--- src/sv/spct_pkg.sv ---
`timescale 1ns / 1ps
// ----------------------------------------------------------------------------
// spct_pkg
// Shared types and constants of the sector page cache tag controller.
// ----------------------------------------------------------------------------
package spct_pkg;

    // field widths
    localparam int LBA_W      = 48;
    localparam int CNT_W      = 16;
    localparam int WAY_OUT_W  = 7;
    localparam int OFF_W      = 4;
    localparam int CHUNK_W    = 5;
    localparam int INV_W      = 8;
    localparam int CFG_ADDR_W = 1;

    // page geometry: 16 sectors per page, tag holds the page number
    localparam int PAGE_SECTORS = 16;
    localparam int PAGE_SHIFT   = 4;
    localparam int TAG_W        = LBA_W - PAGE_SHIFT;

    localparam int DEFAULT_ENTRIES = 128;
    localparam logic [CNT_W-1:0] MAX_XFER_RESET = 16'd256;

    typedef enum logic [1:0] {
        CMD_LOOKUP = 2'd0,
        CMD_FILL   = 2'd1,
        CMD_INVAL  = 2'd2,
        CMD_NOP    = 2'd3
    } t_cmd;

    typedef enum logic [CFG_ADDR_W-1:0] {
        CFG_CAPACITY = 1'b0,
        CFG_MAX_XFER = 1'b1
    } t_cfg_reg;

    typedef enum logic [2:0] {
        S_IDLE = 3'b001,
        S_SCAN = 3'b010,
        S_DONE = 3'b100
    } t_state;

    // outcome of comparing one stored entry against the request
    typedef struct packed {
        logic hit;      // valid and same page
        logic overlap;  // valid and inside the written range
    } t_match;

endpackage

--- src/sv/spct_match.sv ---
`timescale 1ns / 1ps
// ----------------------------------------------------------------------------
// spct_match
// Shared compare unit: checks one stored tag against the request page and
// against the written sector range.
// ----------------------------------------------------------------------------
module spct_match
    import spct_pkg::*;
(
    input  logic [TAG_W-1:0] i_req_page,  // page number of the request lba
    input  logic [LBA_W:0]   i_req_end,   // lba + count, one past the range
    input  logic [TAG_W-1:0] i_tag,
    input  logic             i_tag_vld,
    output t_match           o_match
);

    logic [LBA_W:0] tag_start;

    assign tag_start = {1'b0, i_tag, {PAGE_SHIFT{1'b0}}};

    // lba < tag_start + page size  <=>  lba page <= tag page
    always_comb begin
        o_match.hit     = i_tag_vld && (i_tag == i_req_page);
        o_match.overlap = i_tag_vld && (i_req_page <= i_tag) && (i_req_end > tag_start);
    end

endmodule

--- config.mk ---
export PLATFORM = sky130hd
export DESIGN_NAME = spct_match
export DESIGN_NICKNAME = d
export VERILOG_FILES = /design/src/sv/spct_pkg.sv /design/src/sv/spct_match.sv
export SDC_FILE = /design/constraint.sdc
export NUM_CORES = 1
export LEC_CHECK = 0
export BUFFER_PORTS_ARGS = -buffer_cell sky130_fd_sc_hd__buf_2
export CORE_UTILIZATION = 48
export DETAILED_ROUTE_END_ITERATION = 16
export PLACE_DENSITY = 0.95
export SYNTH_ARGS = -nofsm -noshare
export SYNTH_HDL_FRONTEND = slang
export SYNTH_SLANG_ARGS = --single-unit
--- constraint.sdc ---
create_clock -name vclk -period 7.45
set_input_delay 2.235 -clock vclk [all_inputs]
set_output_delay 2.235 -clock vclk [all_outputs]
set_load 0.005 [all_outputs]
# Yosys cells after proc, flatten, opt, wreduce, memory -nomap -nowiden
# Cells that the tools add are included.
op_classes:
  n_reduce_logical: 3
  n_eq_ne: 1
  order_cmp: 2
ops:
  columns: ["operator", "count"]
  rows:
  - ["$gt A49 B48 Y1", 1]
  - ["$eq A44 B44 Y1", 1]
  - ["$le A44 B44 Y1", 1]
  - ["$logic_and A1 B1 Y1", 3]
word_totals:
  register_bits: 0
  elab_cells: 6
  out_inout_bits: 2
  input_bits: 138

# Logic depth before layout (Yosys ltp)
# Gate-level depths: netlist of the first run.
logic_depth:
  ltp_word: 3
  depth_mapped: 9
  ltp_nobuf: 9

# Worst setup path before layout of the first run
# No wires, ideal clock.
synth_timing:
  path_type: "input to output"
  from: "input port i_tag[31]"
  to: "output port o_match[0] (netlist bit)"
  cell_stages: 9
  path_slack_ps: 1350
  n_path_buf: 0
  arrival_time_ps: 3865
  cell_sequence: "inv_1 ha_1 a21oi_2 o21ai_1 a221oi_2 nor3_1 or3_1 a211o_1 a211oi_2"
synth_lines:
  columns: ["element", "line", "source"]
  rows:
  - ["start, declared", "spct_match.sv:12", "input logic [TAG_W-1:0] i_tag,"]
  - ["end, declared", "spct_match.sv:14", "output t_match o_match"]

==> results of run 1 <==
==> cells in the final DEF, fill, tap and decap left out <==
cell       netlist  final
buf_2            0    140
ha_1            88     88
inv_1           48     48
a21oi_1         28     28
nand2_1         16     16
nand4_1         15     15
a21o_1          13     13
nand3_1         11     11
o21ai_0         10     10
nor2_1           6      6
a211oi_1         6      6
nor3_1           5      5
nor2b_1          4      4
and4_1           3      3
nor4_1           2      2
o211ai_1         2      2
or3_1            2      2
a211o_1          2      2
and2_1           1      1
a2111oi_0        1      1
a21oi_2          1      1
o21ai_1          1      1
a221oi_2         1      1
nand4b_1         1      1
o32ai_1          1      1
a2111o_1         1      1
a221oi_1         1      1
a211oi_2         1      1
==> final cells by class <==
class              count  area [sq um]  share of cell area [%]
well taps             50          62.6                    2.21
repair buffers       140           701                    24.7
inverters             48           180                    6.35
multi-input cells    223          1890                    66.7
==> worst min path at each step <==
stage                  to       from  slack (ns)  cells past startpoint
6_report       o_match[1]  i_tag_vld        4.77                      3
5_1_grt        o_match[1]  i_tag_vld        4.78                      3
4_1_cts        o_match[1]  i_tag_vld        4.76                      3
3_5_place_dp   o_match[1]  i_tag_vld        4.76                      3
3_3_place_gp   o_match[1]  i_tag_vld        4.76                      3
2_1_floorplan  o_match[1]  i_tag_vld        4.58                      1
==> metrics by stage <==
| stage | std cells | util, % | setup WS (ns) | cell area (sq um) | power [uW] |
|---|---|---|---|---|---|
| after CTS | 461 | 69.4 | 0.970 | 2840 | 144 |
| final | 461 | 69.4 | 0.945 | 2840 | 144 |
| after global placement | 461 | 69.4 | 1.07 | 2840 | 134 |
| after floorplan | 271 | - | 1.35 | 2070 | 80.8 |
| after global routing | 461 | 69.4 | 0.820 | 2840 | 165 |
| after detailed placement | 461 | 69.4 | 0.981 | 2840 | 143 |
==> metal layers <==
metal	vias up	GRT usage (%)
met5	-	0
met4	0	6.38
met3	16	3.38
met2	109	55.1
met1	1103	26.3
li1	1291	-
==> power by group through the flow <==
stage,Combinational [uW],Sequential [uW],Clock [uW]
6_report,144,0,0
5_1_grt,165,0,0
4_1_cts,144,0,0
3_5_place_dp,143,0,0
3_3_place_gp,134,0,0
2_1_floorplan,80.8,0,0
==> kinds of logic (layout without fill, tap and decap cells) <==
kind of cell,count (synthesis),after routing
and+or+nand+nor,66,66
AOI/OAI and AO/OA,69,69
buffers and inverters,48,188
adders and majority gates,88,88
==> metrics.txt, run 1 <==
gr usage total=26.3%; syn avg cell area=7.65 sq um; Metal-1 WL=2310 microns; Die W=67.7 microns; Setup crit end=o_match[0]; antenna viol nets, final=0; first drt pass iteration count=4; vias in the first global route=2,535; Setup-failing EPs final=0; Clock power frac=0%; largest net degree at the start of global routing=4; CP Data Required Time=5.22 ns; Vias=2,519; NetSw=70.5 uW; dpl hpwl=5710 microns; final hold slack=4.77 ns; P_leak=0.00178 uW; critical setup path kind=in2out; f_max=154 MHz; Sw Ratio=48.9%; crit-path max FO=3; Synth cell types=27; Port Buffers=140; post-route clock period utilization=87.3%; main combinational cell family by area after synthesis=adder cells; Comb power frac=100.0%; initial antenna violation count=0; top cell types by occurrence after synthesis=ha_1, inv_1, a21oi_1; CP cell instances=buf_2 > inv_1 > ha_1 > a21oi_2 > o21ai_1 > a221oi_2 > nor3_1 > or3_1 > a211o_1 > a211oi_2 > buf_2; status=finished, final reports clean; vias per cell=5.46; Least-Margin Pin Slew=0.367 ns; Worst Hold Class=in2out; Max-Cap Viols=0; synthesized instance count=271; Top-Level Pins=140; Core Rows=23; post-CTS sizing=0; largest area contributor in the netlist=ha_1; Max VDD drop=0.0000261 V; Buf/Inv on CP=3; Fillers=376; Synth area leaders=ha_1, inv_1, a21oi_1, a21o_1, nand4_1; Synth Area in Simple Gates=16.8%; crit path time final=6.51 ns; Adder-Cell Fraction of Synth Area=53.1%; Die Span Y=67.7 microns; Post-Synthesis Net Count=497; cts hold-fix bufs=0; sequential fraction of design power=0%; Reg area=0 sq um; number of diodes=0; Clock buffer cells=0; Post-Synth XOR/XNOR Area=0%; mux contribution to synthesized area=0%; DR iter-0 viols=71; Largest delay share family, worst path=compound AO/OA/AOI/OAI gates; Power Internal=73.6 uW; Critical Path Start=i_tag[31]; Crit path arrival time=4.27 ns; setup TNS=0 ns; overflow left after global routing=0; Yosys warning count=0; met2 wire length=3220 microns; Slew Limit Headroom=74.9%; # DRC=0; core area=4090 sq um; highest metal used=met4; RD Place Congestion=0.843; area grow syn2layout=36.8%; fraction of layout cells with a size suffix above 1=34.8%; slowest stage delay, CP=0.35 ns; routed len/inst=13.2 microns; FFs & Latches=0; initial core utilization=50.7%; most numerous cell in the Yosys netlist=ha_1; RSZ-0062 raised after global routing=false; WL met3=401 microns; endpoint class of the critical path=output pin; register area share after synthesis=0%; die area=4590 sq um; CP startpoint kind=primary input; PD cells=50.8 nW/um^2; CP most frequent cell=buf_2; first-pass GRT wire length=9610 microns; Mapped Area=2070 sq um; max-slew violation count=0; wirelength, routed=6060 microns; critical path depth=11; post-CTS setup repair buffer count=0; final hold vios=0; slowest CP cell=or3_1; layout net count=639; Compound-Gate Fraction of Synth Area=21.4%; share of the synthesized area in the top cell type=53.1%
Note: power is estimated with default switching activity, not from simulation.
==> inputs of run 2 (changes only) <==
- CELL_PAD_IN_SITES_DETAIL_PLACEMENT: not set -> 0
- CELL_PAD_IN_SITES_GLOBAL_PLACEMENT: not set -> 1
- CORE_UTILIZATION: 48 -> 30
- PLACE_DENSITY: 0.95 -> 0.92
- clock period: 7.45 -> 6.2 ns (I/O delays scaled with it)
==> run 2 against run 1 <==
Against the previous run:
- worst hold slack lost 0.72 ns
- critical path depth is the same
- global-route usage shrank 10 points
- sequential share of layout area is the same
- clock-buffer cell count is the same
- non-clock buffer count is the same
- sequential cell count is the same
- first-iteration DRC count shrank 45%
- combinational power grew 17%
- design area grew 1.2%
==> metrics.txt, run 2 (synthesized netlist as in run 1, its figures left out) <==
DR iter-0 viols=39; setup TNS=0 ns; antenna viol nets, final=0; vias in the first global route=2,433; Top-Level Pins=140; most common cell after layout, fill and taps aside=buf_2; FFs & Latches=0; crit path time final=5.71 ns; status=finished, final reports clean; Slew Limit Headroom=74.6%; area grow syn2layout=38.4%; Worst Hold Class=in2out; setup ws final=0.487 ns; Die Span Y=85.1 microns; die area=7250 sq um; Core Rows=29; Port Buffers=140; CP Data Required Time=4.34 ns; Setup-failing EPs final=0; cts hold-fix bufs=0; f_max=175 MHz; RD Place Congestion=0.807; # DRC=0; most frequent cells in the layout=buf_2, ha_1, inv_1, a21oi_1, nand2_1; final hold vios=0; Vias=2,423; Reg area=0 sq um; vias per cell=4.97; endpoint class of the critical path=output pin; Least-Margin Pin Slew=0.372 ns; Max VDD drop=0.0000254 V; wirelength, routed=5890 microns; largest net degree at the start of global routing=4; crit-path max FO=3; critical setup path kind=in2out; P_leak=0.00178 uW; Die W=85.1 microns; core area=6490 sq um; post-CTS setup repair buffer count=0; number of diodes=0; DP Cell Count=488; Max-Cap Viols=0; post-CTS sizing=0; dpl hpwl=5590 microns; RSZ-0062 raised after global routing=false; first-pass GRT wire length=9650 microns; Clock buffer cells=0; PD cells=58.9 nW/um^2; post-route clock period utilization=92.1%; overflow left after global routing=0; max-slew violation count=0; fraction of layout cells with a size suffix above 1=34.8%; layout net count=639; gr usage total=15.8%; first drt pass iteration count=4; initial antenna violation count=0; Non-Filler Instances=488; CP startpoint kind=primary input; routed len/inst=12.1 microns; Crit path arrival time=3.85 ns; initial core utilization=31.9%; dpl ws=0.500 ns
## run 2: cell counts in the layout (fill, tap and decap cells not counted)
Identical to the previous run, type by type.
## run 2: worst max-delay path, stage by stage
cell and delay, ns:
buf_2 0.08, inv_1 0.05, ha_1 0.31, a21oi_2 0.13, o21ai_1 0.10, a221oi_2 0.29, nor3_1 0.06, or3_1 0.36
a211o_1 0.25, a211oi_2 0.22, buf_2 0.15
## run 2: metal layers
metal / track usage [%] / vias up / share of wire (%)
met2: 31.4 / 82 / 48
met1: 19.6 / 1053 / 46
met5: 0 / - / 0
met4: 0 / 0 / 0
met3: 1.17 / 0 / 6.2
li1: - / 1288 / -
## run 2: final timing paths
check / from / end / slack (ns) / cells past startpoint
max: i_tag[31] / o_match[0] / 0.49 / 11
min: i_tag_vld / o_match[1] / 4.04 / 3
## run 2: power breakdown
| part | internal [uW] | total [uW] | switching, uW |
|---|---|---|---|
| logic | 87.3 | 169 | 81.9 |
| clock network | 0 | 0 | 0 |
| registers | 0 | 0 | 0 |
| total | 87.3 | 169 | 81.9 |
## run 2: layout make-up
type	instances	area [sq um]
Fill cell	690	3620
Multi-Input combinational cell	223	1890
Timing Repair Buffer	140	701
Inverter	48	180
Tap cell	77	96.3
## run 2: through the flow
stage          power (uW)  instance area (sq um)  utilization (%)  hold slack [ns]
2_1_floorplan        97.1                   2070                -             3.83
3_3_place_gp          165                   2870             44.2             4.02
3_5_place_dp          169                   2870             44.2             4.04
4_1_cts               171                   2870             44.2             4.04
5_1_grt               196                   2870             44.2             4.07
6_report              169                   2870             44.2             4.04
